<file path="src/sv/pcti_pkg.sv">
// Shared types and constants of the camera projection texel index core.
package pcti_pkg;

	localparam int IMAGE_WIDTH  = 1024;
	localparam int IMAGE_HEIGHT = 1024;

	localparam int REG_COUNT = 8;
	localparam int CFG_IDX_W = 4;
	localparam int REG_W     = 64;
	localparam int POS_W     = 32;
	localparam int PROD_W    = 44;
	localparam int CLIP_W    = 46;
	localparam int NUM_W     = 47;
	localparam int IDX_W     = 20;

	localparam int SIZE_MAX = (IMAGE_WIDTH > IMAGE_HEIGHT) ? IMAGE_WIDTH : IMAGE_HEIGHT;
	localparam int DQ       = $clog2(SIZE_MAX + 1);
	localparam int NW       = NUM_W + DQ;
	localparam int MUL_W    = (2 * DQ > IDX_W) ? 2 * DQ : IDX_W;
	localparam int LATENCY  = DQ + 5;

	localparam logic [REG_W-1:0] MAT_RESET [REG_COUNT] = '{
		64'h0000_0000_0010_0000, 64'h0, 64'h0010_0000_0000_0000, 64'h0,
		64'h0, 64'h0000_0000_0010_0000, 64'h0, 64'h0010_0000_0000_0000
	};

	typedef logic [REG_COUNT-1:0][REG_W-1:0] mat_t;
	typedef logic signed [CLIP_W-1:0] clip_t;

	typedef struct packed {
		logic vld;
		logic cov;
	} ctl_t;

	typedef struct packed {
		logic [NW-1:0] rem;
		logic [NW-1:0] dsh;
		logic [DQ-1:0] q;
	} div_t;

endpackage

</file>
<file path="src/sv/pcti_div_step.sv">
// One registered restoring-division step: one quotient bit.
module pcti_div_step (
	input  logic           clk,
	input  pcti_pkg::div_t d_in,
	output pcti_pkg::div_t d_s
);

	logic ge;

	assign ge = d_in.rem >= d_in.dsh;

	always_ff @(posedge clk) begin
		d_s.rem <= ge ? d_in.rem - d_in.dsh : d_in.rem;
		d_s.dsh <= d_in.dsh >> 1;
		d_s.q   <= {d_in.q[pcti_pkg::DQ-2:0], ge};
	end

endmodule

</file>
<file path="config.mk">
export PLATFORM = sky130hd
export DESIGN_NAME = pcti_div_step
export DESIGN_NICKNAME = d
export VERILOG_FILES = /design/src/sv/pcti_pkg.sv /design/src/sv/pcti_div_step.sv
export SDC_FILE = /design/constraint.sdc
export NUM_CORES = 1
export LEC_CHECK = 0
export BUFFER_PORTS_ARGS = -buffer_cell sky130_fd_sc_hd__buf_2
export CORE_MARGIN = 2
export CORE_UTILIZATION = 50
export DETAILED_ROUTE_END_ITERATION = 6
export GPL_TIMING_DRIVEN = 0
export MAX_ROUTING_LAYER = met4
export PLACE_DENSITY_LB_ADDON = 0.1
export SLEW_MARGIN = 25
export SYNTH_ARGS = -nofsm -noshare
export SYNTH_HDL_FRONTEND = slang
export SYNTH_SLANG_ARGS = --single-unit
</file>
<file path="constraint.sdc">
create_clock -name clk -period 4.93 [get_ports clk]
set_clock_uncertainty 0.15 [all_clocks]
set_input_delay 0.2465 -clock clk [delete_from_list [all_inputs] [get_ports clk]]
set_output_delay 0.2465 -clock clk [all_outputs]
set_load 0.1 [all_outputs]
</file>
Word level (Yosys, flattened, before mapping)
Index checks and enable logic that the tools add are counted.
{"block": "totals", "register_bits": 126, "output_inout_bits": 127, "wordCells": 6}
{"block": "classes", "add_sub_neg": 1, "n_lt_le_gt_ge": 1, "muxes": 1}
{"cell": "$ge A58 B58 Y1", "count": 1}
{"cell": "$mux W58", "count": 1}
{"cell": "$sub A58 B58 Y58", "count": 1}

Logic depth before layout (Yosys ltp)
{"block": "logic_depth", "ltp_word": 2, "mapped_depth": 15}

Least setup slack after synthesis
Ideal clock, no wire load.
{"block": "synth_path", "kind": "input to register", "startpoint": "in d_in[69] in the netlist's numbering", "endpoint": "reg d_s[70] in the netlist's numbering", "arrival_time_ns": 2.730, "t_required_ns": 4.659, "path_slack_ns": 1.929, "path_stages": 13, "path_buffers": 1, "cell_sequence": "inv_1 -> ha_1 -> inv_1 -> fa_1 -> a21o_1 -> a221o_1 -> a32oi_2 -> a21oi_1 -> nor4_4 -> nor2_2 -> a21oi_4 -> buf_6 -> mux2_2"}
{"block": "synth_via", "elab_chain_len": 2, "elab_cells_between_ends": 3}
{"item": "from (decl)", "line_no": "pcti_div_step.sv:4", "rtl": "input pcti_pkg::div_t d_in,"}
{"item": "$sub A58 B58 Y58 or $ge A58 B58 Y1 (tied branches)", "line_no": "pcti_div_step.sv:13, pcti_div_step.sv:10"}
{"item": "$mux W58 (*)", "line_no": "pcti_div_step.sv:13", "rtl": "d_s.rem <= ge ? d_in.rem - d_in.dsh : d_in.rem;"}
{"item": "to (decl)", "line_no": "pcti_div_step.sv:5", "rtl": "output pcti_pkg::div_t d_s"}
Mark *: on every way between the ends. The rest lies on a longest branch, timed or not.

Final worst setup path
{"block": "layout_path", "startpoint": "in d_in[69] in the netlist's numbering", "endpoint": "reg d_s[78] in the netlist's numbering"}
The elaborated chain is that of the path after synthesis.

==> flow_summary.ini <==
[outcome]
status = completed

[synth]
synth_edf_count = 0
synth-simple-area-share_pct = 16.30
ys_types = 62
synth_fp_nets = 1028
synth_cells = 841
synth_compound_area_share_pct = 22.25
async_flop_share_pct = 0
synth_top_family_by_area = compound AO/OA/AOI/OAI gates
syn_avg_cell_area_um2 = 8.178
synth_area_um2 = 6878
synthAdderAreaFrac_pct = 10.84
synth-seq-cells = 126
synth_area_leaders = dfxtp_1 (37%), ha_1 (11%), o21ai_0 (6.8%)
muxShareOfSynthArea_pct = 0.3275
synth-main-ff-cell = dfxtp_1
synthDominantCellAreaShare_pct = 36.67
yosys_warnings = 0
yosysSeqAreaShare_pct = 36.67
synth_xor_area_share_pct = 6.876
yosysTopAreaCell = dfxtp_1

[die]
initial_core_util_pct = 51.53
core_um2 = 13350
io_pins = 255
die_h_um = 121.3
dieArea_um2 = 14710
fp.dieW_um = 121.3
fp-row-count = 42

[sta]
timing.hold.ws_ns = 0.03910
post-route-min-period_ns = 3.874
fmax_mhz = 258.1
hold_viol = 0
rsz0062_at_grt = no
setup_violations = 0
fin_setup_tns_ns = 0
slew_headroom_pct = 56.24
fin_crit_sh_pct = 78.59
worst_pin_slew_ns = 0.6495
maxSlewViolCount = 0

[clock_tree]
post_cts_buffers = 0
cts_max_level = 4
cts-resized-gates = 0
hold_buffers = 125
cts_root_buf = clkbuf_16
clkSlewWorstSetupHoldPaths_ns = 0.07
cts_buffers = 17
cts_tree = done
clock_sinks = 126
max-clock-path-buffers = 2

[place]
postPlaceCellArea_um2 = 8359
portBuffers = 252
dp_hpwl_um = 15260
place_congestion = 0.9414

[critical_path]
end_kind = flip-flop
cp.arrival_ns = 4.00
worstPathRequired_ns = 5.06
path_class = in2reg
crit_family = compound AO/OA/AOI/OAI gates
critPathMaxStageDelay_ns = 0.54
start_kind = input pin
critPathBufInv = 5
crit_fanout = 10
path_common_cell = inv_1
crit_chain = dlygate4sd3_1 -> buf_2 -> inv_1 -> ha_1 -> inv_1 -> fa_1 -> a21o_1 -> a221o_1 -> a32oi_2 -> a21oi_1 -> nor4_4 -> nor2_2 -> a21oi_4 -> clkbuf_1 -> o21ai_0
slowest_stage = dlygate4sd3_1

[layout]
largest_reg_flops = 126
regMostFlops = d_s
nets = 1424
synthToLayoutAreaGrowth_pct = 48.12
design_area_um2 = 10190
n_fill_cell = 970
drive_above_1_share_pct = 24.96
largestRegisters = d_s x126

[worst_hold_path]
hp-class = in2reg

[route]
wl_um = 22550
drtPass1Iterations = 5
ant_nets = 0
drc_errors = 0
post_drt_wl_per_cell_um = 15.80
viasPerCell = 5.246
dr_total_vias = 7486
initialDrtViolationCount = 505

[grt]
grt.total_usage_pct = 31.35
grt_max_degree = 17
grt_pass1_wl_um = 35800
globalRouteOverflowTotal = 0
antenna_found_initial = 0
grt_pass1_vias = 7456

[power]
vdd_drop_max_mv = 0.4759
powerDensity_nw_per_um2 = 408.7
power_leakage_nw = 4.997

[flow_run]
drv_cap = 0
cells in the mapped netlist (8+ instances only):
library cell  count
clkbuf_1         20
xnor2_1          30
nand3_1          16
dfxtp_1         126
ha_1             58
and3_1           11
buf_2             8
a21o_1           20
o21ai_0          93
nand4_1          20
xor2_1           24
nor3_1           12
nand2_1         113
inv_1            71
nor2_1           27
a21oi_1          69
a31oi_1          13
cell usage in the layout, fill, tap and decap left out, types with 24 or more instances in the layout:
master and count:
o21ai_0 93, buf_2 260, ha_1 58, nand2_1 113, dfxtp_1 126, xor2_1 24, a21oi_1 69, nor2_1 27
inv_1 71, xnor2_1 30, dlygate4sd3_1 125
final cells by class:
cell class / instances / area, um^2 / share of cell area (%)
clock buffer: 17 / 425.4 / 4.176
inverter: 71 / 266.5 / 2.616
antenna: 1 / 2.502 / 0.02456
clock inverter: 15 / 148.9 / 1.462
multi-input combinational: 605 / 3896 / 38.25
tap: 176 / 220.2 / 2.162
buffer: 39 / 192.7 / 1.891
sequential: 126 / 2522 / 24.76
timing repair buffer: 377 / 2512 / 24.66
kinds of logic after synthesis:
group	Yosys count
multiplexers	2
flip-flops	126
other	1
buffers and inverters	110
AO/OA/AOI/OAI	254
adder cells (fa/ha/maj)	59
AND/OR/NAND/NOR	235
XOR/XNOR	54
layer usage:
metal	vias to the layer above	routed length [um]	global-route usage, %	share of wire (%)
li1	3736	-	-	-
met3	34	1616	6.955	7.2
met2	307	10880	52.04	48
met5	-	0	-	0
met4	0	396	10.13	1.8
met1	3409	9657	37.94	43
final timing paths:
| kind | from | end | depth (start not counted) |
|---|---|---|---|
| worst min-delay path | d_in[11] | d_s[69]$_DFF_P_ | 3 |
| worst max-delay path | d_in[69] | d_s[78]$_DFF_P_ | 15 |
report_power, final:
| group | total [W] | switching, W | internal (W) | leakage [nW] |
|---|---|---|---|---|
| Combinational | 0.00177 | 0.00135 | 0.000415 | 3.65 |
| Clock | 0.00123 | 0.000520 | 0.000709 | 0.283 |
| Sequential | 0.00117 | 0.0000289 | 0.00114 | 1.06 |
| Total | 0.00416 | 0.00190 | 0.00226 | 5.00 |
per-stage QoR:
| stage | util (%) | setup slack [ns] | std cells | power [W] |
|---|---|---|---|---|
| after CTS | 76.30 | 1.130 | 1426 | 0.004140 |
| after detailed placement | 62.63 | 1.258 | 1269 | 0.002844 |
| after global routing | 76.30 | 0.8176 | 1426 | 0.004330 |
| after global placement | 62.63 | 1.258 | 1269 | 0.002838 |
| final | 76.32 | 1.056 | 1427 | 0.004164 |
| after floorplan | - | 1.929 | 841 | 0.002536 |
(Power assumes the default switching activity.)
